## src/rtl/assert_macros.svh

```systemverilog
// assertion helpers shared by the rtl files
`ifndef ASSERT_MACROS_SVH
`define ASSERT_MACROS_SVH

// property that must hold at every clock edge outside reset
`define ASSERT_CLK(label, clk, rst_n, prop, msg) \
    label: assert property (@(posedge clk) disable iff (!rst_n) (prop)) else $error(msg);

// condition that must never be seen outside reset
`define ASSERT_NEVER(label, clk, rst_n, cond, msg) \
    label: assert property (@(posedge clk) disable iff (!rst_n) !(cond)) else $error(msg);

`endif

```

## src/rtl/lts_pkg.sv

```systemverilog
`default_nettype none

package lts_pkg;

    // field widths
    localparam int TICKET_W    = 7;
    localparam int POOL_W      = 13;
    localparam int SLOT_W      = 6;
    localparam int COUNT_W     = 16;
    localparam int RANDOM_W    = 16;
    localparam int CFG_DATA_W  = 16;
    localparam int CFG_INDEX_W = 2;

    // defaults
    localparam int DEF_SLOT_COUNT = 64;

    localparam logic [TICKET_W-1:0] SYSTEM_GRANT_RST    = 7'd40;
    localparam logic [TICKET_W-1:0] USER_GRANT_RST      = 7'd20;
    localparam logic [TICKET_W-1:0] TICKET_LIMIT_RST    = 7'd100;
    localparam logic [COUNT_W-1:0]  BLOCK_THRESHOLD_RST = 16'd5;

    // configuration register indexes
    localparam logic [CFG_INDEX_W-1:0] CFG_SYSTEM_GRANT    = 2'd0;
    localparam logic [CFG_INDEX_W-1:0] CFG_USER_GRANT      = 2'd1;
    localparam logic [CFG_INDEX_W-1:0] CFG_TICKET_LIMIT    = 2'd2;
    localparam logic [CFG_INDEX_W-1:0] CFG_BLOCK_THRESHOLD = 2'd3;

    typedef enum logic [1:0] {
        OP_START_SYS = 2'd0,
        OP_START_USR = 2'd1,
        OP_STOP      = 2'd2,
        OP_QUANTUM   = 2'd3
    } op_t;

    typedef enum logic [1:0] {
        STATUS_OK      = 2'd0,
        STATUS_REFUSED = 2'd1,
        STATUS_EMPTY   = 2'd2
    } status_t;

    typedef struct packed {
        op_t                 op;
        logic [SLOT_W-1:0]   slot;
        logic [COUNT_W-1:0]  block_count;
        logic [RANDOM_W-1:0] random_value;
    } req_t;

    typedef struct packed {
        status_t             status;
        logic                winner_valid;
        logic [SLOT_W-1:0]   winner_slot;
        logic [POOL_W-1:0]   pool_total;
    } rsp_t;

endpackage

`default_nettype wire

```

## src/rtl/lts_stream_if.sv

```systemverilog
`default_nettype none

// valid/ready channel carrying one payload per transaction
interface lts_stream_if #(
    parameter type payload_t = logic
);
    logic     valid;
    logic     ready;
    payload_t payload;

    modport source (output valid, output payload, input ready);
    modport sink   (input valid, input payload, output ready);
endinterface

`default_nettype wire

```

## src/rtl/lts_ticket_mem.sv

```systemverilog
`default_nettype none

module lts_ticket_mem
    import lts_pkg::*;
#(
    parameter int SLOT_COUNT = DEF_SLOT_COUNT
) (
    input  wire logic                          clk,
    input  wire logic                          rst_n,
    input  wire logic                          wr_en,
    input  wire logic [$clog2(SLOT_COUNT)-1:0] wr_addr,
    input  wire logic [TICKET_W-1:0]           wr_data,
    input  wire logic [$clog2(SLOT_COUNT)-1:0] rd_addr,
    output logic      [TICKET_W-1:0]           rd_data
);

    logic [TICKET_W-1:0]   mem [SLOT_COUNT];
    logic [SLOT_COUNT-1:0] vld_reg;
    logic                  rd_vld_reg;
    logic [TICKET_W-1:0]   rd_data_reg;

    // storage array, registered read
    always_ff @(posedge clk)
    begin
        if (wr_en)
        begin
            mem[wr_addr] <= wr_data;
        end
        rd_data_reg <= mem[rd_addr];
    end

    // written marks, an unwritten entry reads as zero
    always_ff @(posedge clk or negedge rst_n)
    begin
        if (!rst_n)
        begin
            vld_reg    <= '0;
            rd_vld_reg <= 1'b0;
        end
        else
        begin
            if (wr_en)
            begin
                vld_reg[wr_addr] <= 1'b1;
            end
            rd_vld_reg <= vld_reg[rd_addr];
        end
    end

    assign rd_data = rd_vld_reg ? rd_data_reg : '0;

endmodule

`default_nettype wire

```

## src/rtl/lts_mod_unit.sv

```systemverilog
`default_nettype none

`include "assert_macros.svh"

module lts_mod_unit
    import lts_pkg::*;
(
    input  wire logic                clk,
    input  wire logic                rst_n,
    input  wire logic                start,
    input  wire logic [RANDOM_W-1:0] dividend,
    input  wire logic [POOL_W-1:0]   divisor,
    output logic                     done,
    output logic      [POOL_W-1:0]   remainder
);

    localparam int CNT_W = $clog2(RANDOM_W);

    logic                busy_reg;
    logic                done_reg;
    logic [CNT_W-1:0]    cnt_reg;
    logic [RANDOM_W-1:0] quo_reg;
    logic [POOL_W-1:0]   rem_reg;
    logic [POOL_W-1:0]   div_reg;
    logic [POOL_W:0]     trial;
    logic [POOL_W-1:0]   rem_next;

    // one restoring step per cycle
    always_comb
    begin
        trial = {rem_reg, quo_reg[RANDOM_W-1]};
        if (trial >= {1'b0, div_reg})
        begin
            rem_next = POOL_W'(trial - {1'b0, div_reg});
        end
        else
        begin
            rem_next = trial[POOL_W-1:0];
        end
    end

    // step control
    always_ff @(posedge clk or negedge rst_n)
    begin
        if (!rst_n)
        begin
            busy_reg <= 1'b0;
            done_reg <= 1'b0;
            cnt_reg  <= '0;
        end
        else
        begin
            done_reg <= 1'b0;
            if (start)
            begin
                busy_reg <= 1'b1;
                cnt_reg  <= CNT_W'(RANDOM_W - 1);
            end
            else if (busy_reg)
            begin
                cnt_reg <= cnt_reg - 1'b1;
                if (cnt_reg == '0)
                begin
                    busy_reg <= 1'b0;
                    done_reg <= 1'b1;
                end
            end
        end
    end

    // dividend shifter and partial remainder
    always_ff @(posedge clk)
    begin
        if (start)
        begin
            quo_reg <= dividend;
            rem_reg <= '0;
            div_reg <= divisor;
        end
        else if (busy_reg)
        begin
            quo_reg <= {quo_reg[RANDOM_W-2:0], 1'b0};
            rem_reg <= rem_next;
        end
    end

    assign done      = done_reg;
    assign remainder = rem_reg;

    `ASSERT_CLK(a_rem_below_divisor, clk, rst_n, done |-> (rem_reg < div_reg),
                "remainder not below divisor")
    `ASSERT_CLK(a_start_sets_busy, clk, rst_n, start |=> busy_reg,
                "unit not busy after start")

endmodule

`default_nettype wire

```

## src/rtl/lottery_ticket_scheduler_top.sv

```systemverilog
`default_nettype none

// Lottery ticket scheduler. Slot ticket counts live in a one-port-read,
// one-port-write memory with registered read data; the pool total is a
// register. Each request transaction on req gives exactly one response
// transaction on rsp. A start or stop request passes through a memory
// read, an update and write back, and a response before the next request
// can be accepted. An out-of-quantum request that draws a lottery runs a
// bit-serial modulo of the draw by the pool, then a walk over the ticket
// memory at one entry per cycle until the running sum passes the draw.
// Only one request is in flight at a time; a new request is accepted while
// the previous response still waits in the output register. No clearing
// pass is needed after reset.
`include "assert_macros.svh"

module lottery_ticket_scheduler_top
    import lts_pkg::*;
#(
    parameter int SLOT_COUNT = DEF_SLOT_COUNT
) (
    input  wire logic                   clk,
    input  wire logic                   rst_n,
    lts_stream_if.sink                  req,
    lts_stream_if.source                rsp,
    input  wire logic                   cfg_we,
    input  wire logic [CFG_INDEX_W-1:0] cfg_index,
    input  wire logic [CFG_DATA_W-1:0]  cfg_data
);

    localparam int IDX_W    = $clog2(SLOT_COUNT);
    localparam int RUN_BITS = $clog2(SLOT_COUNT * (2 ** TICKET_W - 1) + 1);
    localparam int RUN_W    = (RUN_BITS > POOL_W) ? RUN_BITS : POOL_W;

    typedef enum logic [4:0] {
        ST_IDLE = 5'b00001,
        ST_UPD  = 5'b00010,
        ST_DIV  = 5'b00100,
        ST_SCAN = 5'b01000,
        ST_DONE = 5'b10000
    } state_t;

    // configuration registers
    logic [TICKET_W-1:0] sys_grant_reg;
    logic [TICKET_W-1:0] usr_grant_reg;
    logic [TICKET_W-1:0] limit_reg;
    logic [COUNT_W-1:0]  thresh_reg;

    // control state
    state_t            st_reg, st_next;
    logic [POOL_W-1:0] pool_reg, pool_next;
    logic              out_valid_reg, out_valid_next;

    // request payload and working registers
    op_t                 op_reg, op_next;
    logic [IDX_W-1:0]    slot_reg, slot_next;
    logic [COUNT_W-1:0]  blocks_reg, blocks_next;
    logic [RANDOM_W-1:0] rnd_reg, rnd_next;
    status_t             status_reg, status_next;
    logic                wvalid_reg, wvalid_next;
    logic [SLOT_W-1:0]   winner_reg, winner_next;
    logic [POOL_W-1:0]   winning_reg, winning_next;
    logic [RUN_W-1:0]    run_reg, run_next;
    logic [IDX_W-1:0]    scan_reg, scan_next;
    rsp_t                out_reg, out_next;

    // memory and divider hookup
    logic                mem_we;
    logic [TICKET_W-1:0] mem_wdata;
    logic [IDX_W-1:0]    mem_raddr;
    logic [TICKET_W-1:0] mem_rdata;
    logic                div_start;
    logic                div_done;
    logic [POOL_W-1:0]   div_rem;

    // update datapath
    logic [TICKET_W-1:0] grant_amt;
    logic [TICKET_W:0]   grant_sum;
    logic                grant_over;
    logic                upd_refused;
    logic                upd_we;
    logic [TICKET_W-1:0] upd_wdata;
    logic [POOL_W-1:0]   upd_pool;
    logic [RUN_W-1:0]    run_sum;
    logic                accept;
    logic                in_range;

    assign accept   = req.valid && req.ready;
    assign in_range = 32'(req.payload.slot) < SLOT_COUNT;

    lts_ticket_mem #(
        .SLOT_COUNT (SLOT_COUNT)
    ) u_mem (
        .clk     (clk),
        .rst_n   (rst_n),
        .wr_en   (mem_we),
        .wr_addr (slot_reg),
        .wr_data (mem_wdata),
        .rd_addr (mem_raddr),
        .rd_data (mem_rdata)
    );

    lts_mod_unit u_mod (
        .clk       (clk),
        .rst_n     (rst_n),
        .start     (div_start),
        .dividend  (rnd_reg),
        .divisor   (upd_pool),
        .done      (div_done),
        .remainder (div_rem)
    );

    // configuration writes
    always_ff @(posedge clk or negedge rst_n)
    begin
        if (!rst_n)
        begin
            sys_grant_reg <= SYSTEM_GRANT_RST;
            usr_grant_reg <= USER_GRANT_RST;
            limit_reg     <= TICKET_LIMIT_RST;
            thresh_reg    <= BLOCK_THRESHOLD_RST;
        end
        else if (cfg_we)
        begin
            unique case (cfg_index)
                CFG_SYSTEM_GRANT:    sys_grant_reg <= TICKET_W'(cfg_data);
                CFG_USER_GRANT:      usr_grant_reg <= TICKET_W'(cfg_data);
                CFG_TICKET_LIMIT:    limit_reg     <= TICKET_W'(cfg_data);
                CFG_BLOCK_THRESHOLD: thresh_reg    <= cfg_data;
            endcase
        end
    end

    // slot update from the read-back ticket count
    always_comb
    begin
        unique case (op_reg)
            OP_START_SYS: grant_amt = sys_grant_reg;
            OP_START_USR: grant_amt = usr_grant_reg;
            default:      grant_amt = TICKET_W'(1);
        endcase
        grant_sum   = {1'b0, mem_rdata} + {1'b0, grant_amt};
        grant_over  = grant_sum > {1'b0, limit_reg};
        upd_refused = 1'b0;
        upd_we      = 1'b0;
        upd_wdata   = '0;
        upd_pool    = pool_reg;
        unique case (op_reg)
            OP_STOP:
            begin
                upd_we   = 1'b1;
                upd_pool = pool_reg - POOL_W'(mem_rdata);
            end
            OP_QUANTUM:
            begin
                if (blocks_reg < thresh_reg)
                begin
                    // take one ticket, never below one
                    if (mem_rdata < TICKET_W'(2))
                    begin
                        upd_refused = 1'b1;
                    end
                    else
                    begin
                        upd_we    = 1'b1;
                        upd_wdata = mem_rdata - 1'b1;
                        upd_pool  = pool_reg - 1'b1;
                    end
                end
                else if (grant_over)
                begin
                    upd_refused = 1'b1;
                end
                else
                begin
                    upd_we    = 1'b1;
                    upd_wdata = grant_sum[TICKET_W-1:0];
                    upd_pool  = pool_reg + 1'b1;
                end
            end
            default:
            begin
                // both start requests
                if (grant_over)
                begin
                    upd_refused = 1'b1;
                end
                else
                begin
                    upd_we    = 1'b1;
                    upd_wdata = grant_sum[TICKET_W-1:0];
                    upd_pool  = pool_reg + POOL_W'(grant_amt);
                end
            end
        endcase
    end

    assign mem_we    = (st_reg == ST_UPD) && upd_we;
    assign mem_wdata = upd_wdata;
    assign div_start = (st_reg == ST_UPD) && (op_reg == OP_QUANTUM) && (upd_pool != '0);
    assign run_sum   = run_reg + RUN_W'(mem_rdata);

    // sequencer
    always_comb
    begin
        st_next        = st_reg;
        pool_next      = pool_reg;
        out_valid_next = out_valid_reg;
        op_next        = op_reg;
        slot_next      = slot_reg;
        blocks_next    = blocks_reg;
        rnd_next       = rnd_reg;
        status_next    = status_reg;
        wvalid_next    = wvalid_reg;
        winner_next    = winner_reg;
        winning_next   = winning_reg;
        run_next       = run_reg;
        scan_next      = scan_reg;
        out_next       = out_reg;
        mem_raddr      = slot_reg;

        if (out_valid_reg && rsp.ready)
        begin
            out_valid_next = 1'b0;
        end

        unique case (st_reg)
            ST_IDLE:
            begin
                mem_raddr = IDX_W'(req.payload.slot);
                if (accept)
                begin
                    op_next     = req.payload.op;
                    slot_next   = IDX_W'(req.payload.slot);
                    blocks_next = req.payload.block_count;
                    rnd_next    = req.payload.random_value;
                    status_next = STATUS_OK;
                    wvalid_next = 1'b0;
                    winner_next = '0;
                    // a slot beyond the table is ignored
                    st_next     = in_range ? ST_UPD : ST_DONE;
                end
            end
            ST_UPD:
            begin
                pool_next   = upd_pool;
                status_next = upd_refused ? STATUS_REFUSED : STATUS_OK;
                if (op_reg == OP_QUANTUM)
                begin
                    if (upd_pool == '0)
                    begin
                        status_next = STATUS_EMPTY;
                        st_next     = ST_DONE;
                    end
                    else
                    begin
                        st_next = ST_DIV;
                    end
                end
                else
                begin
                    st_next = ST_DONE;
                end
            end
            ST_DIV:
            begin
                mem_raddr = '0;
                if (div_done)
                begin
                    winning_next = div_rem;
                    run_next     = '0;
                    scan_next    = '0;
                    st_next      = ST_SCAN;
                end
            end
            ST_SCAN:
            begin
                // one entry arrives per cycle, the next one is requested
                mem_raddr = scan_reg + 1'b1;
                run_next  = run_sum;
                scan_next = scan_reg + 1'b1;
                if (run_sum > RUN_W'(winning_reg))
                begin
                    wvalid_next = 1'b1;
                    winner_next = SLOT_W'(scan_reg);
                    st_next     = ST_DONE;
                end
                else if (scan_reg == IDX_W'(SLOT_COUNT - 1))
                begin
                    st_next = ST_DONE;
                end
            end
            ST_DONE:
            begin
                if (!out_valid_reg || rsp.ready)
                begin
                    out_next.status       = status_reg;
                    out_next.winner_valid = wvalid_reg;
                    out_next.winner_slot  = winner_reg;
                    out_next.pool_total   = pool_reg;
                    out_valid_next        = 1'b1;
                    st_next               = ST_IDLE;
                end
            end
            default:
            begin
                st_next = ST_IDLE;
            end
        endcase
    end

    // control registers
    always_ff @(posedge clk or negedge rst_n)
    begin
        if (!rst_n)
        begin
            st_reg        <= ST_IDLE;
            pool_reg      <= '0;
            out_valid_reg <= 1'b0;
        end
        else
        begin
            st_reg        <= st_next;
            pool_reg      <= pool_next;
            out_valid_reg <= out_valid_next;
        end
    end

    // payload registers
    always_ff @(posedge clk)
    begin
        op_reg      <= op_next;
        slot_reg    <= slot_next;
        blocks_reg  <= blocks_next;
        rnd_reg     <= rnd_next;
        status_reg  <= status_next;
        wvalid_reg  <= wvalid_next;
        winner_reg  <= winner_next;
        winning_reg <= winning_next;
        run_reg     <= run_next;
        scan_reg    <= scan_next;
        out_reg     <= out_next;
    end

    assign req.ready   = (st_reg == ST_IDLE);
    assign rsp.valid   = out_valid_reg;
    assign rsp.payload = out_reg;

    `ASSERT_CLK(a_accept_next_state, clk, rst_n,
                accept |=> (st_reg == ST_UPD || st_reg == ST_DONE),
                "request not followed by update or response")
    `ASSERT_CLK(a_div_done_in_div, clk, rst_n, div_done |-> (st_reg == ST_DIV),
                "modulo finished outside its wait state")
    `ASSERT_NEVER(a_write_only_in_upd, clk, rst_n, mem_we && (st_reg != ST_UPD),
                  "ticket memory written outside the update step")

endmodule

`default_nettype wire

```

## src/flat_wrapper.sv

```systemverilog
// flat-port wrapper written by rule: the top's interface ports become plain ports
module lottery_ticket_scheduler_top_flat import lts_pkg::*;
#(
    parameter int SLOT_COUNT = DEF_SLOT_COUNT
)
  (clk, rst_n, cfg_we, cfg_index, cfg_data, req_valid, req_payload, req_ready, rsp_valid, rsp_payload, rsp_ready);
  lts_stream_if #(.payload_t(req_t)) req_i ();
  lts_stream_if #(.payload_t(rsp_t)) rsp_i ();
  input  wire logic clk;
  input  wire logic rst_n;
  input  wire logic cfg_we;
  input  wire logic [CFG_INDEX_W-1:0] cfg_index;
  input  wire logic [CFG_DATA_W-1:0] cfg_data;
  input wire logic [$bits(req_i.valid)-1:0] req_valid;
  input wire logic [$bits(req_i.payload)-1:0] req_payload;
  output wire logic [$bits(req_i.ready)-1:0] req_ready;
  output wire logic [$bits(rsp_i.valid)-1:0] rsp_valid;
  output wire logic [$bits(rsp_i.payload)-1:0] rsp_payload;
  input wire logic [$bits(rsp_i.ready)-1:0] rsp_ready;
  assign req_i.valid = req_valid;
  assign req_i.payload = req_payload;
  assign req_ready = req_i.ready;
  assign rsp_valid = rsp_i.valid;
  assign rsp_payload = rsp_i.payload;
  assign rsp_i.ready = rsp_ready;
  lottery_ticket_scheduler_top #(.SLOT_COUNT(SLOT_COUNT)) u_core (.clk(clk), .rst_n(rst_n), .req(req_i), .rsp(rsp_i), .cfg_we(cfg_we), .cfg_index(cfg_index), .cfg_data(cfg_data));
endmodule
```

## config.mk

```make
export PLATFORM = sky130hd
export DESIGN_NAME = lottery_ticket_scheduler_top_flat
export DESIGN_NICKNAME = d
export VERILOG_FILES = /design/src/rtl/lts_pkg.sv /design/src/rtl/lts_stream_if.sv /design/src/rtl/lts_ticket_mem.sv /design/src/rtl/lts_mod_unit.sv /design/src/rtl/lottery_ticket_scheduler_top.sv /design/src/flat_wrapper.sv
export VERILOG_INCLUDE_DIRS = /design/src /design/src/rtl
export SDC_FILE = /design/constraint.sdc
export NUM_CORES = 1
export LEC_CHECK = 0
export ABC_AREA = 1
export BUFFER_PORTS_ARGS = -buffer_cell sky130_fd_sc_hd__buf_2
export CAP_MARGIN = 20
export CORE_MARGIN = 2
export CORE_UTILIZATION = 63
export CTS_BUF_LIST = sky130_fd_sc_hd__clkbuf_16
export DETAILED_ROUTE_END_ITERATION = 7
export GPL_ROUTABILITY_DRIVEN = 0
export PLACE_DENSITY_LB_ADDON = 0.12
export SYNTH_ARGS = -nofsm -noshare
export SYNTH_HDL_FRONTEND = slang
export SYNTH_SLANG_ARGS = --single-unit
```

## constraint.sdc

```tcl
create_clock -name clk -period 11.91 [get_ports clk]
set_input_delay 3.573 -clock clk [delete_from_list [all_inputs] [get_ports clk]]
set_output_delay 3.573 -clock clk [all_outputs]
set_load 0.05 [all_outputs]
```

==> impl_metrics.yaml <==
sta:
  grt_setup_unrepaired: "false"
  finalWorstSetupSlack_ns: 5.33
  fmax_mhz: 152
  maxSlewViolCount: 0
  finalHoldViolations: 0
  setup_violations: 0
  min_period_ns: 6.58
  min_period_over_period_pct: 55.3
  max_slew_margin_pct: 26.2
  fin_tns_setup_ns: 0
  fin_skew_ns: 0.0206
  worstMarginPinSlew_ns: 1.11
synth:
  muxShareOfSynthArea_pct: 0
  synthArstFlopShare_pct: 17.5
  synth_seq_area_share_pct: 62.4
  synth_fa_ha_area_share_pct: 3.31
  yosysUniqueCellTypes: 54
  synth_area_leaders: "edfxtp_1 (52%), dfrtp_1 (8.7%), o211ai_1 (5.5%)"
  ys.flop_type: "edfxtp_1"
  synth_area_sq_um: 33700
  ys_ff_latch: 727
  synth.most_common_cell: "edfxtp_1"
  synth_edf_count: 580
  synthCells: 3109
  synth_largest_area_cell: "edfxtp_1"
  synth_common_cells: "edfxtp_1 (580), nand2_1 (452), nor2_1 (286)"
  synth_nets: 3258
  synth-xor-area-share_pct: 1.33
  yosysWarnings: 0
  synth-simple-area-share_pct: 16.6
  synth.avg_cell_area_sq_um: 10.8
  synth_top_family_by_area: "simple AND/OR/NAND/NOR gates"
  synth_top_area_share_pct: 51.7
  synth_compound_area_share_pct: 11.3
grt:
  grt_pass1_wl_microns: 136000
  grt_antenna_before_repair: 1
  grt_pass1_vias: 23600
  grt_usage_pct: 31.7
  grt_max_degree: 226
  gr-total-overflow: 0
clock_tree:
  cts_hold_buf: 0
  cts-root-buf: "clkbuf_16"
  postCtsSetupRepairBufs: 0
  cts_inserted_buffers: 74
  cts.path.max_buffers: 3
  cts_max_level: 3
  tritoncts: "built"
  cts_num_sinks: 727
  insertion_delay_ns: 0.63
  clkTransAtPathRegs_ns: 0.06
  cts_resized: 0
route:
  drc: 0
  post_drt_via_cell_ratio: 6.16
  final_antenna_net_count: 0
  drt_iter0_markers: 2650
  vias: 24000
  firstDrtPassIters: 6
  avgRoutedWirePerCell_microns: 22.5
  wl_microns: 87800
flow_run:
  maxCapViolCount: 0
layout:
  multiInputGateArea_sq_um: 11100
  largest_reg_flops: 448
  drive_above_1_share_pct: 13.0
  fill_cells: 3777
  seqCellArea_sq_um: 21000
  nets: 3295
  syn_to_final_growth_pct: 9.58
  final_area_sq_um: 36900
worst_setup_path:
  start_kind: "register"
  r2r_cells: 24
  reg2reg_slack_ns: 5.33
  crit_arrival_ns: 6.83
  setup.worst_path.class: "register to register"
  crit_path_end: "u_core.u_mod.div_reg[0]"
  r2r_start: "u_core.op_reg[1]"
  end_kind: "register"
  reg2reg_to: "u_core.u_mod.div_reg[0]"
  crit_start: "u_core.op_reg[1]"
  cp.required_ns: 12.15
  worst-path-max-fanout: 42
power_and_ir_drop:
  ir_worst_vdd_mv: 0.445
  combPwrFrac_pct: 46.9
  power_frac_clock_pct: 19.9
  p_switching_uw: 4930
  p_leak_uw: 0.0144
  power_density_nw_per_um2: 301
  switching_share_pct: 44.4
  power.internal_uw: 6180
  power_frac_seq_pct: 33.2
die:
  coreArea_sq_um: 52700
  rows: 84
  initial_core_util_pct: 64.0
  dieWidth_microns: 235
  ios: 87
  die_h_microns: 235
  die-area_sq_um: 55300
outcome:
  status: "completed"
placed_design:
  numPortBuffers: 86
  post-place-ws_ns: 4.99
  placed_area_sq_um: 34500
  dp_hpwl_microns: 55200
worst_hold_path:
  hp-class: "register to register"
## cells in the final DEF (no fill, tap or decap), types with 15 or more instances in the layout
| master | Yosys | final |
|---|---|---|
| or2_2 | 117 | 117 |
| nor2_1 | 286 | 283 |
| o21ai_0 | 213 | 211 |
| xor2_1 | 38 | 38 |
| a21oi_1 | 76 | 76 |
| clkinv_2 | 0 | 15 |
| or2_0 | 33 | 33 |
| buf_4 | 9 | 25 |
| nand2_1 | 452 | 452 |
| o21bai_1 | 17 | 17 |
| nor3_1 | 19 | 19 |
| nand3_1 | 257 | 257 |
| ha_1 | 81 | 81 |
| inv_1 | 237 | 254 |
| or2_1 | 18 | 18 |
| edfxtp_1 | 580 | 580 |
| o211ai_1 | 246 | 246 |
| dfxtp_1 | 20 | 20 |
| buf_2 | 69 | 85 |
| dfrtp_1 | 117 | 117 |
| clkinv_1 | 1 | 18 |
| clkbuf_16 | 0 | 76 |
## layout make-up
cell class | instances | share of cell area (%)
multi-input combinational | 1976 | 30.0
inverter | 252 | 2.59
clock inverter | 62 | 1.06
antenna | 2 | 0.0136
timing repair buffer | 115 | 1.90
clock buffer | 76 | 5.15
sequential | 727 | 56.9
tap | 688 | 2.33
## worst min-delay path by stage
stage	startpoint	to	slack [ns]	cells after the start
6_report	u_core.status_reg[0]	u_core.rsp.payload[20]	0.43	0
3_5_place_dp	u_core.status_reg[0]	u_core.rsp.payload[20]	0.42	0
5_1_grt	u_core.winner_reg[3]	u_core.rsp.payload[16]	0.45	0
2_1_floorplan	u_core.winner_reg[0]	u_core.rsp.payload[13]	0.40	0
4_1_cts	u_core.status_reg[0]	u_core.rsp.payload[20]	0.43	0
3_3_place_gp	u_core.status_reg[1]	u_core.rsp.payload[21]	0.41	0
## cells by family (layout without fill, tap and decap cells)
kind of cell               Yosys count  after routing
and+or+nand+nor                   1236           1236
DFF                                727            727
other                                0              2
buffers and inverters              406            505
xor gates and xnor gates            51             51
adders and majority gates           86             86
AOI/OAI and AO/OA                  603            603
## layer usage
| layer | up-vias | share of wire, % | global-route usage (%) |
|---|---|---|---|
| li1 | 11000 | - | - |
| met2 | 1186 | 48 | 51.5 |
| met5 | - | 0 | 0 |
| met4 | 0 | 5.4 | 16.6 |
| met3 | 259 | 7.9 | 4.77 |
| met1 | 11600 | 39 | 41.7 |
## worst max-delay path, cell delays in order, from the launching register on
cell      delay, ns
edfxtp_1       0.61
nor2_1         0.39
inv_1          0.10
o22ai_1        0.59
fa_1           0.34
nand3_1        0.08
and2_1         0.18
inv_1          0.05
a21oi_1        0.05
o21bai_1       0.17
xor2_1         0.17
inv_1          0.10
ha_1           0.29
inv_1          0.05
nor2_1         0.13
nand4_1        0.15
a21oi_2        0.63
nand3_1        0.26
a21oi_1        0.19
o21ai_0        0.12
nand3_1        0.24
nor2_1         0.11
nand2_2        0.10
nand3_4        0.24
inv_2          0.78
## through the flow
step | total power [uW] | utilization [%] | hold slack [ns] | instances
after global routing | 11700 | 70.1 | 0.449 | 3897
after global placement | 8660 | 65.6 | 0.405 | 3754
after detailed placement | 8800 | 65.6 | 0.421 | 3754
after CTS | 11000 | 70.0 | 0.435 | 3892
after floorplan | 7300 | - | 0.400 | 3109
final | 11100 | 70.1 | 0.435 | 3898
## power groups by stage
stage | registers [uW] | logic (uW) | clock network, uW
floorplan | 3730 | 3570 | 0
global placement | 3720 | 4940 | 0
detailed placement | 3730 | 5070 | 0
CTS | 3680 | 5090 | 2230
global route | 3710 | 5670 | 2330
finish | 3690 | 5210 | 2210
Power figures use the tool's default switching activity.
